File: config.mk
export PLATFORM = sky130hd
export DESIGN_NAME = bfsk_goertzel_demodulator_core
export DESIGN_NICKNAME = d
export VERILOG_FILES = /design/src/rtl/bfsk_gz_pkg.sv /design/src/rtl/bfsk_gz_mul.sv /design/src/rtl/bfsk_goertzel_demodulator_core.sv
export SDC_FILE = /design/constraint.sdc
export NUM_CORES = 2
export LEC_CHECK = 0
export BUFFER_PORTS_ARGS = -buffer_cell sky130_fd_sc_hd__buf_2
export CORE_MARGIN = 5
export CORE_UTILIZATION = 55
export CTS_BUF_LIST = sky130_fd_sc_hd__clkbuf_4
export CTS_CLUSTER_DIAMETER = 50
export DETAILED_ROUTE_END_ITERATION = 8
export PLACE_DENSITY = 0.71
export SETUP_SLACK_MARGIN = 0.5
export SYNTH_ARGS = -nofsm -noshare
export SYNTH_HDL_FRONTEND = slang
export SYNTH_SLANG_ARGS = --single-unit
File: constraint.sdc
create_clock -name i_clk -period 14.7 [get_ports i_clk]
set_input_delay 2.94 -clock i_clk [delete_from_list [all_inputs] [get_ports i_clk]]
set_output_delay 2.94 -clock i_clk [all_outputs]
set_load 0.005 [all_outputs]
File: src/rtl/bfsk_gz_pkg.sv
`timescale 1ns / 1ps
`default_nettype none
// ----------------------------------------------------------------------------
// BFSK Goertzel demodulator package
// Shared constants, configuration register indexes and beat types.
// ----------------------------------------------------------------------------
package bfsk_gz_pkg;

    localparam int SAMPLE_WIDTH          = 16;
    localparam int COEF_WIDTH            = 18;
    localparam int SPB_WIDTH             = 13;
    localparam int CFG_IDX_WIDTH         = 2;
    localparam int CFG_DATA_WIDTH        = 18;
    localparam int FRAC_BITS             = 15;
    localparam int BITS_PER_BYTE         = 8;
    localparam int POW_WIDTH             = 64;
    localparam int ACC_WIDTH_DEF         = 40;
    localparam int MAX_SAMPLES_PER_BIT_DEF = 4096;
    localparam int SPB_RESET             = 40;

    localparam logic [CFG_IDX_WIDTH-1:0] CFG_SAMPLES_PER_BIT = 2'd0;
    localparam logic [CFG_IDX_WIDTH-1:0] CFG_COEF_ZERO       = 2'd1;
    localparam logic [CFG_IDX_WIDTH-1:0] CFG_COEF_ONE        = 2'd2;

    typedef struct packed {
        logic signed [SAMPLE_WIDTH-1:0] sample;
        logic                           end_of_signal;
    } t_in_beat;

    typedef struct packed {
        logic [7:0] data_byte;
        logic [3:0] bits_decided;
    } t_out_beat;

endpackage
`default_nettype wire

File: src/rtl/bfsk_gz_mul.sv
`timescale 1ns / 1ps
`default_nettype none
// ----------------------------------------------------------------------------
// BFSK Goertzel shared multiplier
// Signed W by W multiply in two half-width passes with a registered product.
// ----------------------------------------------------------------------------
module bfsk_gz_mul #(
    parameter int W = 40
) (
    input  wire logic                  i_clk,
    input  wire logic                  i_rst_n,
    input  wire logic                  i_start,
    input  wire logic signed [W-1:0]   i_a,
    input  wire logic signed [W-1:0]   i_b,
    output logic signed [2*W-1:0]      o_prod,
    output logic                       o_done
);

    localparam int LoW = W / 2;
    localparam int HiW = W - LoW;
    localparam int BW  = HiW + 1;
    localparam int PW  = 2 * W;
    localparam int MW  = W + BW;

    logic signed [W-1:0]  r_a;
    logic        [W-1:0]  r_b;
    logic                 r_busy;
    logic        [1:0]    r_step;
    logic signed [MW-1:0] r_prod;
    logic signed [PW-1:0] r_acc;
    logic                 r_done;

    logic signed [BW-1:0] w_op_b;
    logic signed [MW-1:0] n_prod;
    logic signed [PW-1:0] w_prod_x;

    assign w_op_b = (r_step == 2'd0) ? $signed({{(BW-LoW){1'b0}}, r_b[LoW-1:0]})
                                     : $signed({r_b[W-1], r_b[W-1:LoW]});
    assign n_prod   = r_a * w_op_b;
    assign w_prod_x = PW'(r_prod);

    always_ff @(posedge i_clk) begin
        if (!i_rst_n) begin
            r_busy <= 1'b0;
            r_step <= 2'd0;
            r_done <= 1'b0;
        end else begin
            r_done <= 1'b0;
            if (i_start) begin
                r_busy <= 1'b1;
                r_step <= 2'd0;
            end else if (r_busy) begin
                r_step <= r_step + 2'd1;
                if (r_step == 2'd2) begin
                    r_busy <= 1'b0;
                    r_done <= 1'b1;
                end
            end
        end
    end

    always_ff @(posedge i_clk) begin
        if (i_start) begin
            r_a <= i_a;
            r_b <= i_b;
        end
        if (r_busy) begin
            if (r_step != 2'd2) begin
                r_prod <= n_prod;
            end
            if (r_step == 2'd1) begin
                r_acc <= w_prod_x;
            end else if (r_step == 2'd2) begin
                r_acc <= r_acc + (w_prod_x <<< LoW);
            end
        end
    end

    assign o_prod = r_acc;
    assign o_done = r_done;

endmodule
`default_nettype wire

File: src/rtl/bfsk_goertzel_demodulator_core.sv
`timescale 1ns / 1ps
`default_nettype none
// ----------------------------------------------------------------------------
// BFSK Goertzel demodulator core
// Two Goertzel recursions on one shared multiplier decide FSK bits and pack
// them into bytes, least significant bit first.
//
// One audio sample is taken per input beat. The core is busy while it works
// on a sample and raises o_in_ready again when it is done. A sample that
// closes a bit period takes longer, since both tone powers then need four
// more products each. Every product goes through the one multiplier, which
// needs two half-width passes per product; that unit sets the rate.
// A result beat is offered on the output channel after the eighth bit of a
// byte, or on a sample marked end of signal when a byte has been started.
// The result sits in an output register; while the receiver stalls the core
// still takes the next sample and only waits if that sample produces a
// further result. Configuration writes are taken whenever i_cfg_we is high
// and are meant for idle periods. Reset returns all recursion and byte state
// to zero, the period to 40 samples and both coefficients to zero.
// ----------------------------------------------------------------------------
module bfsk_goertzel_demodulator_core #(
    parameter int ACC_WIDTH           = bfsk_gz_pkg::ACC_WIDTH_DEF,
    parameter int MAX_SAMPLES_PER_BIT = bfsk_gz_pkg::MAX_SAMPLES_PER_BIT_DEF
) (
    input  wire logic                                    i_clk,
    input  wire logic                                    i_rst_n,
    input  wire logic                                    i_in_valid,
    output logic                                         o_in_ready,
    input  wire bfsk_gz_pkg::t_in_beat                   i_in_data,
    output logic                                         o_out_valid,
    input  wire logic                                    i_out_ready,
    output bfsk_gz_pkg::t_out_beat                       o_out_data,
    input  wire logic                                    i_cfg_we,
    input  wire logic [bfsk_gz_pkg::CFG_IDX_WIDTH-1:0]   i_cfg_idx,
    input  wire logic [bfsk_gz_pkg::CFG_DATA_WIDTH-1:0]  i_cfg_data
);

    import bfsk_gz_pkg::*;

    localparam int W   = ACC_WIDTH;
    localparam int PW  = 2 * W;
    localparam int EW  = (PW > POW_WIDTH + 2) ? PW : POW_WIDTH + 2;
    localparam int CW  = $clog2(MAX_SAMPLES_PER_BIT + 1);
    localparam int PCW = (CW > SPB_WIDTH) ? CW : SPB_WIDTH;

    localparam logic signed [EW-1:0] A_MAX = {{(EW-W+1){1'b0}}, {(W-1){1'b1}}};
    localparam logic signed [EW-1:0] P_MAX =
        {{(EW-POW_WIDTH+1){1'b0}}, {(POW_WIDTH-1){1'b1}}};

    localparam logic [3:0] S_IDLE       = 4'd0;
    localparam logic [3:0] S_STEP_START = 4'd1;
    localparam logic [3:0] S_STEP_WAIT  = 4'd2;
    localparam logic [3:0] S_STEP_ADD   = 4'd3;
    localparam logic [3:0] S_STEP_SUB   = 4'd4;
    localparam logic [3:0] S_PW_START   = 4'd5;
    localparam logic [3:0] S_PW_WAIT    = 4'd6;
    localparam logic [3:0] S_PW_ACC     = 4'd7;
    localparam logic [3:0] S_PW_NEXT    = 4'd8;
    localparam logic [3:0] S_FINISH     = 4'd9;

    localparam logic [1:0] OP_COEF     = 2'd0;
    localparam logic [1:0] OP_PREV_SQ  = 2'd1;
    localparam logic [1:0] OP_PREV2_SQ = 2'd2;
    localparam logic [1:0] OP_CROSS    = 2'd3;

    logic [SPB_WIDTH-1:0]         r_spb;
    logic signed [COEF_WIDTH-1:0] r_coef0;
    logic signed [COEF_WIDTH-1:0] r_coef1;

    logic [3:0]                   r_state;
    logic                         r_tone;
    logic [1:0]                   r_op;
    logic signed [W-1:0]          r_z1;
    logic signed [W-1:0]          r_z2;
    logic signed [W-1:0]          r_o1;
    logic signed [W-1:0]          r_o2;
    logic [CW-1:0]                r_cnt;
    logic [2:0]                   r_bitpos;
    logic [7:0]                   r_byte;
    logic                         r_started;
    logic signed [SAMPLE_WIDTH-1:0] r_x;
    logic                         r_eos;
    logic signed [W-1:0]          r_t;
    logic signed [W-1:0]          r_s;
    logic signed [POW_WIDTH-1:0]  r_q;
    logic signed [POW_WIDTH-1:0]  r_pow;
    logic signed [POW_WIDTH-1:0]  r_p0;
    logic                         r_emit;
    logic [7:0]                   r_emit_byte;
    logic                         r_out_valid;
    t_out_beat                    r_out;

    logic signed [W-1:0]          w_coef_w;
    logic signed [W-1:0]          w_p1;
    logic signed [W-1:0]          w_p2;
    logic signed [W-1:0]          w_mul_a;
    logic signed [W-1:0]          w_mul_b;
    logic                         w_mul_start;
    logic signed [PW-1:0]         w_prod;
    logic                         w_mul_done;
    logic signed [EW-1:0]         w_sh;
    logic signed [EW-1:0]         w_t_sat;
    logic signed [EW-1:0]         w_q_sat;
    logic signed [EW-1:0]         w_add_sat;
    logic signed [EW-1:0]         w_sub_sat;
    logic signed [EW-1:0]         w_pacc_add;
    logic signed [EW-1:0]         w_pacc_sub;
    logic [CW-1:0]                w_period;
    logic [PCW-1:0]               w_spb_x;
    logic                         w_bit;
    logic [7:0]                   n_byte;
    logic                         w_want;
    logic                         w_out_free;
    logic                         w_out_load;
    logic                         w_in_fire;

    function automatic logic signed [EW-1:0] f_sat(input logic signed [EW-1:0] v,
                                                   input logic signed [EW-1:0] hi);
        logic signed [EW-1:0] lo;
        lo = ~hi;
        if (v > hi) begin
            return hi;
        end else if (v < lo) begin
            return lo;
        end
        return v;
    endfunction

    assign w_coef_w = r_tone ? W'(r_coef1) : W'(r_coef0);
    assign w_p1     = r_tone ? r_o1 : r_z1;
    assign w_p2     = r_tone ? r_o2 : r_z2;

    always_comb begin
        w_mul_a = w_coef_w;
        w_mul_b = w_p1;
        if (r_state == S_PW_START) begin
            case (r_op)
                OP_COEF: begin
                    w_mul_a = w_coef_w;
                    w_mul_b = w_p1;
                end
                OP_PREV_SQ: begin
                    w_mul_a = w_p1;
                    w_mul_b = w_p1;
                end
                OP_PREV2_SQ: begin
                    w_mul_a = w_p2;
                    w_mul_b = w_p2;
                end
                default: begin
                    w_mul_a = r_t;
                    w_mul_b = w_p2;
                end
            endcase
        end
    end

    assign w_mul_start = (r_state == S_STEP_START) || (r_state == S_PW_START);

    bfsk_gz_mul #(
        .W (W)
    ) u_mul (
        .i_clk   (i_clk),
        .i_rst_n (i_rst_n),
        .i_start (w_mul_start),
        .i_a     (w_mul_a),
        .i_b     (w_mul_b),
        .o_prod  (w_prod),
        .o_done  (w_mul_done)
    );

    assign w_sh       = EW'(w_prod) >>> FRAC_BITS;
    assign w_t_sat    = f_sat(w_sh, A_MAX);
    assign w_q_sat    = f_sat(w_sh, P_MAX);
    assign w_add_sat  = f_sat(EW'(r_x) + EW'(r_t), A_MAX);
    assign w_sub_sat  = f_sat(EW'(r_s) - EW'(w_p2), A_MAX);
    assign w_pacc_add = f_sat(EW'(r_pow) + EW'(r_q), P_MAX);
    assign w_pacc_sub = f_sat(EW'(r_pow) - EW'(r_q), P_MAX);

    assign w_spb_x = PCW'(r_spb);
    always_comb begin
        if (r_spb == '0) begin
            w_period = CW'(1);
        end else if (w_spb_x > PCW'(MAX_SAMPLES_PER_BIT)) begin
            w_period = CW'(MAX_SAMPLES_PER_BIT);
        end else begin
            w_period = w_spb_x[CW-1:0];
        end
    end

    assign w_bit      = r_pow > r_p0;
    assign n_byte     = r_byte | (8'(w_bit) << r_bitpos);
    assign w_want     = r_emit || (r_eos && r_started);
    assign w_out_free = !r_out_valid || i_out_ready;
    assign w_out_load = (r_state == S_FINISH) && w_want && w_out_free;
    assign o_in_ready = (r_state == S_IDLE);
    assign w_in_fire  = i_in_valid && o_in_ready;

    always_ff @(posedge i_clk) begin
        if (!i_rst_n) begin
            r_spb   <= SPB_WIDTH'(SPB_RESET);
            r_coef0 <= '0;
            r_coef1 <= '0;
        end else if (i_cfg_we) begin
            case (i_cfg_idx)
                CFG_SAMPLES_PER_BIT: r_spb   <= i_cfg_data[SPB_WIDTH-1:0];
                CFG_COEF_ZERO:       r_coef0 <= $signed(i_cfg_data[COEF_WIDTH-1:0]);
                CFG_COEF_ONE:        r_coef1 <= $signed(i_cfg_data[COEF_WIDTH-1:0]);
                default: begin
                end
            endcase
        end
    end

    always_ff @(posedge i_clk) begin
        if (!i_rst_n) begin
            r_state     <= S_IDLE;
            r_tone      <= 1'b0;
            r_op        <= OP_COEF;
            r_z1        <= '0;
            r_z2        <= '0;
            r_o1        <= '0;
            r_o2        <= '0;
            r_cnt       <= '0;
            r_bitpos    <= '0;
            r_byte      <= '0;
            r_started   <= 1'b0;
            r_emit      <= 1'b0;
            r_out_valid <= 1'b0;
        end else begin
            if (w_out_load) begin
                r_out_valid <= 1'b1;
            end else if (r_out_valid && i_out_ready) begin
                r_out_valid <= 1'b0;
            end
            case (r_state)
                S_IDLE: begin
                    if (w_in_fire) begin
                        r_x       <= i_in_data.sample;
                        r_eos     <= i_in_data.end_of_signal;
                        r_cnt     <= r_cnt + CW'(1);
                        r_started <= 1'b1;
                        r_tone    <= 1'b0;
                        r_state   <= S_STEP_START;
                    end
                end
                S_STEP_START: begin
                    r_state <= S_STEP_WAIT;
                end
                S_STEP_WAIT: begin
                    if (w_mul_done) begin
                        r_t     <= w_t_sat[W-1:0];
                        r_state <= S_STEP_ADD;
                    end
                end
                S_STEP_ADD: begin
                    r_s     <= w_add_sat[W-1:0];
                    r_state <= S_STEP_SUB;
                end
                S_STEP_SUB: begin
                    if (r_tone) begin
                        r_o2 <= r_o1;
                        r_o1 <= w_sub_sat[W-1:0];
                        r_tone <= 1'b0;
                        r_op   <= OP_COEF;
                        r_state <= (r_cnt >= w_period) ? S_PW_START : S_FINISH;
                    end else begin
                        r_z2    <= r_z1;
                        r_z1    <= w_sub_sat[W-1:0];
                        r_tone  <= 1'b1;
                        r_state <= S_STEP_START;
                    end
                end
                S_PW_START: begin
                    r_state <= S_PW_WAIT;
                end
                S_PW_WAIT: begin
                    if (w_mul_done) begin
                        if (r_op == OP_COEF) begin
                            r_t <= w_t_sat[W-1:0];
                        end
                        r_q     <= w_q_sat[POW_WIDTH-1:0];
                        r_state <= S_PW_ACC;
                    end
                end
                S_PW_ACC: begin
                    case (r_op)
                        OP_COEF:     r_pow <= r_pow;
                        OP_PREV_SQ:  r_pow <= r_q;
                        OP_PREV2_SQ: r_pow <= w_pacc_add[POW_WIDTH-1:0];
                        default:     r_pow <= w_pacc_sub[POW_WIDTH-1:0];
                    endcase
                    if (r_op == OP_CROSS) begin
                        r_state <= S_PW_NEXT;
                    end else begin
                        r_op    <= r_op + 2'd1;
                        r_state <= S_PW_START;
                    end
                end
                S_PW_NEXT: begin
                    if (!r_tone) begin
                        r_p0    <= r_pow;
                        r_tone  <= 1'b1;
                        r_op    <= OP_COEF;
                        r_state <= S_PW_START;
                    end else begin
                        r_z1  <= '0;
                        r_z2  <= '0;
                        r_o1  <= '0;
                        r_o2  <= '0;
                        r_cnt <= '0;
                        if (r_bitpos == 3'(BITS_PER_BYTE - 1)) begin
                            r_emit      <= 1'b1;
                            r_emit_byte <= n_byte;
                            r_byte      <= '0;
                            r_bitpos    <= '0;
                            r_started   <= 1'b0;
                        end else begin
                            r_byte   <= n_byte;
                            r_bitpos <= r_bitpos + 3'd1;
                        end
                        r_state <= S_FINISH;
                    end
                end
                S_FINISH: begin
                    if (!w_want || w_out_free) begin
                        if (w_want) begin
                            r_out.data_byte    <= r_emit ? r_emit_byte : r_byte;
                            r_out.bits_decided <= r_emit ? 4'(BITS_PER_BYTE)
                                                         : {1'b0, r_bitpos};
                        end
                        if (r_eos) begin
                            r_z1      <= '0;
                            r_z2      <= '0;
                            r_o1      <= '0;
                            r_o2      <= '0;
                            r_cnt     <= '0;
                            r_bitpos  <= '0;
                            r_byte    <= '0;
                            r_started <= 1'b0;
                        end
                        r_emit  <= 1'b0;
                        r_state <= S_IDLE;
                    end
                end
                default: begin
                    r_state <= S_IDLE;
                end
            endcase
        end
    end

    assign o_out_valid = r_out_valid;
    assign o_out_data  = r_out;

    a_done_in_wait: assert property (@(posedge i_clk) disable iff (!i_rst_n)
        w_mul_done |-> (r_state == S_STEP_WAIT || r_state == S_PW_WAIT))
        else $error("multiplier result arrived outside a wait state");

    a_bits_range: assert property (@(posedge i_clk) disable iff (!i_rst_n)
        o_out_valid |-> (o_out_data.bits_decided <= 4'(BITS_PER_BYTE)))
        else $error("bit count of a result beat exceeds a byte");

    a_cnt_range: assert property (@(posedge i_clk) disable iff (!i_rst_n)
        (r_state == S_IDLE) |-> (r_cnt < CW'(MAX_SAMPLES_PER_BIT)))
        else $error("sample count of a bit period out of range while idle");

    a_full_byte: assert property (@(posedge i_clk) disable iff (!i_rst_n)
        (r_state == S_FINISH && r_emit) |-> (r_bitpos == '0 && !r_started))
        else $error("full byte pending while byte state not cleared");

endmodule
`default_nettype wire

==> metrics.md <==
| Metric | Value |
|---|---|
| Worst-Skew Late Latency | 1150 ps |
| Area of the multi-input gates | 51000 µm² |
| Clock buffer count from CTS | 203 |
| Cell row count | 138 |
| Number of global-route vias before repair | 63621 |
| All-layer global routing usage | 31.9% |
| Startpoint Class | flop |
| CP max stage delay | 680 ps |
| Final Max Tran Viols | 0 |
| Die height | 386 µm |
| Final ANT Viol Nets | 0 |
| Longest Clk Path Bufs | 3 |
| Setup repair bufs after CTS | 0 |
| Drt via density | 6.02 |
| Slowest-stage cell, CP | mux2_2 |
| CP Data Arrival Time | 10350 ps |
| Final period util | 65.0% |
| GPL Wtd Cong | 0.977 |
| IO Pins | 56 |
| Sequential-to-total area share from yosys stat | 26.2% |
| Total Wirelength | 240000 µm |
| Critical Path RT | 15490 ps |
| Core box area | 141000 µm² |
| Post-synth EDFFs | 515 |
| Die width | 386 µm |
| Max cap viols | 0 |
| Fin crit period | 9560 ps |
| Initial Utilization | 55.1% |
| CTS root buf | clkbuf_4 |
| Tightest Pin Transition | 1400 ps |
| Post-DP HPWL | 178000 µm |
| Via count | 63690 |
| DR WL/cell | 22.6 µm |
| Final setup violation count | 0 |
| Post-Synthesis Cell Area | 77800 µm² |
| CP Buf/Inv Count | 7 |
| Worst relative slew slack | 4.11% |
| Yosys warnings | 0 |
| Crit end category | flop |
| Die area | 149000 µm² |
| Synth Flop Type | edfxtp_1 |
| Unrepaired setup endpoints after global routing | false |
| Clock slew at reported path FFs | 60 ps |
| Commonest non-fill, non-tap cells in the layout | 1373 x nand2_1, 1199 x inv_1, 825 x fa_1 |
| Post-synthesis cell type count | 114 |
| Hold slack | 440 ps |
| Status | completed |
| Maximum fanout along the worst path | 23 |
| Mapped Cells | 8631 |
| Worst setup path class | flop to flop |
| Fill count | 12623 |
| Clk_skew | 104 ps |
| Initial antenna violation count | 7 |
| Syn avg cell area | 9.01 µm² |
| Area grow syn2layout | 5.48% |
| Post-route cell area | 82000 µm² |
| Post-CTS sizing | 0 |
| Fin Setup TNS | 0 ps |
| Commonest non-fill, non-tap cell in the layout | nand2_1 |
| CTS Hold Bufs | 0 |
| TritonCTS clock tree | built |
| DR pass1 iterations | 8 |
| First-pass GRT wire length | 369000 µm |
| Yosys reg bits | 762 |
| Maximum clock frequency | 0.105 GHz |
| Crit-path leading delay family | adder cells |
| Hold Vio Cnt, Final | 0 |
| Initial DRC Count | 5912 |
| Layout cells sized above 1 | 7.57% |
| Pin count of the biggest net entering global routing | 76 |
| Most frequent cell on the critical path | fa_1 |
| Clock sinks | 762 |
| Port Buf Inserts | 55 |
| Total grt overflow | 0 |
| Sequential cell area | 20400 µm² |
| H-tree depth | 4 |
| Post-layout net count | 9896 |
| Post-synth ARST share | 0% |
| Worst hold path type | flop to flop |
| Reg-to-reg setup timing slack | 5140 ps |
| # DRC | 0 |
| Dpl cell area | 79400 µm² |
| Synthesized Nets | 10001 |
[per-layer routing]
layer,up-vias,GRT usage (%),part of all wire [%]
met5,-,0,0.018
met3,691,6.32,9.0
met4,8,14.1,5.1
li1,28580,-,-
met2,3050,50.7,45
met1,31361,42.7,40
[worst reg2reg max path, delay by kind of cell, from the launching register on]
family | cells | cell delay (ps)
fa+ha+maj | 9 | 3990
compound gates | 10 | 2760
buf+inv | 7 | 1070
mux | 1 | 690
flops | 1 | 390
simple gates | 1 | 230
xor+xnor | 1 | 150
[kinds of logic (layout without fill, tap and decap cells)]
kind of cell | count (synthesis) | in the layout | share of synthesized area [%]
simple gates | 2617 | 2617 | 15.1
buf+inv | 1674 | 1734 | 8.38
xor+xnor | 304 | 304 | 3.42
fa+ha+maj | 1399 | 1399 | 30.2
flops | 762 | 762 | 26.2
other cells | 0 | 6 | 0
mux | 138 | 138 | 1.93
compound gates | 1737 | 1737 | 14.7
[Yosys cell counts (all sizes together), types with 10 or more instances]
cell,number,area (µm²)
a2111oi,18,159
a211oi,43,328
a21boi,146,1100
a21o,181,1360
a21oi,419,2100
a221o,28,280
a221oi,12,111
a22o,12,105
a22oi,22,165
a31oi,47,345
a32oi,62,551
a41oi,10,87.6
and2,256,1600
and3,34,213
buf,77,449
clkbuf,389,1500
dfxtp,247,4940
edfxtp,515,15500
fa,825,16500
ha,503,6290
inv,1200,4500
maj3,71,711
mux2,93,1050
mux2i,45,454
nand2,1375,5170
nand2b,45,282
nand3,163,821
nand4,76,475
nor2,419,1580
nor2b,57,357
nor3,71,355
nor4,37,244
o211ai,44,330
o21a,37,278
o21ai,418,2110
o21bai,72,541
o221ai,30,269
o31a,16,140
o31ai,43,342
or2,19,119
or3,20,125
xnor2,220,1930
xor2,84,736
[stage by stage]
stage / util [%] / setup WS [ps] / cells
floorplan: - / 4000 / 8631
global placement: 56.3 / 5350 / 10211
detailed placement: 56.3 / 5240 / 10211
CTS: 58.2 / 5220 / 10581
global route: 58.2 / 4790 / 10587
finish: 58.2 / 5140 / 10587
[final timing paths]
| kind | from | endpoint | cells past startpoint |
|---|---|---|---|
| worst max-delay path | u_mul.r_step[0] | u_mul.r_prod[57] | 29 |
| worst min-delay path | r_z1[17] | r_z2[17] | 2 |
| worst max register to register | u_mul.r_step[0] | u_mul.r_prod[57] | 29 |
| worst min register to register | r_z1[17] | r_z2[17] | 2 |
[state kept, by name (all words and copies together), names as in the netlist, 16 cells and up]
| register | flops |
|---|---|
| r_pow | 64 |
| r_o1 | 40 |
| r_z1 | 40 |
| r_coef0 | 18 |
| r_p0 | 64 |
| r_q | 64 |
| r_s | 40 |
| u_mul.o_prod | 65 |
| r_x | 16 |
| r_o2 | 40 |
| r_t | 40 |
| r_coef1 | 18 |
| r_z2 | 40 |
| u_mul.r_b | 40 |
| u_mul.r_a | 40 |
| u_mul.r_prod | 61 |
[layout make-up]
cell class,instances,area share (%)
clock inverter,90,0.688
antenna,6,0.0183
sequential,762,24.9
tap,1890,2.88
clock buffer,280,2.56
inverter,1203,5.50
timing repair buffer,161,1.31
multi-input combinational,6195,62.2
Power is left out: the tool's default activity adds up to more than one toggle a clock period on the data nets, which glitch-free logic cannot reach.
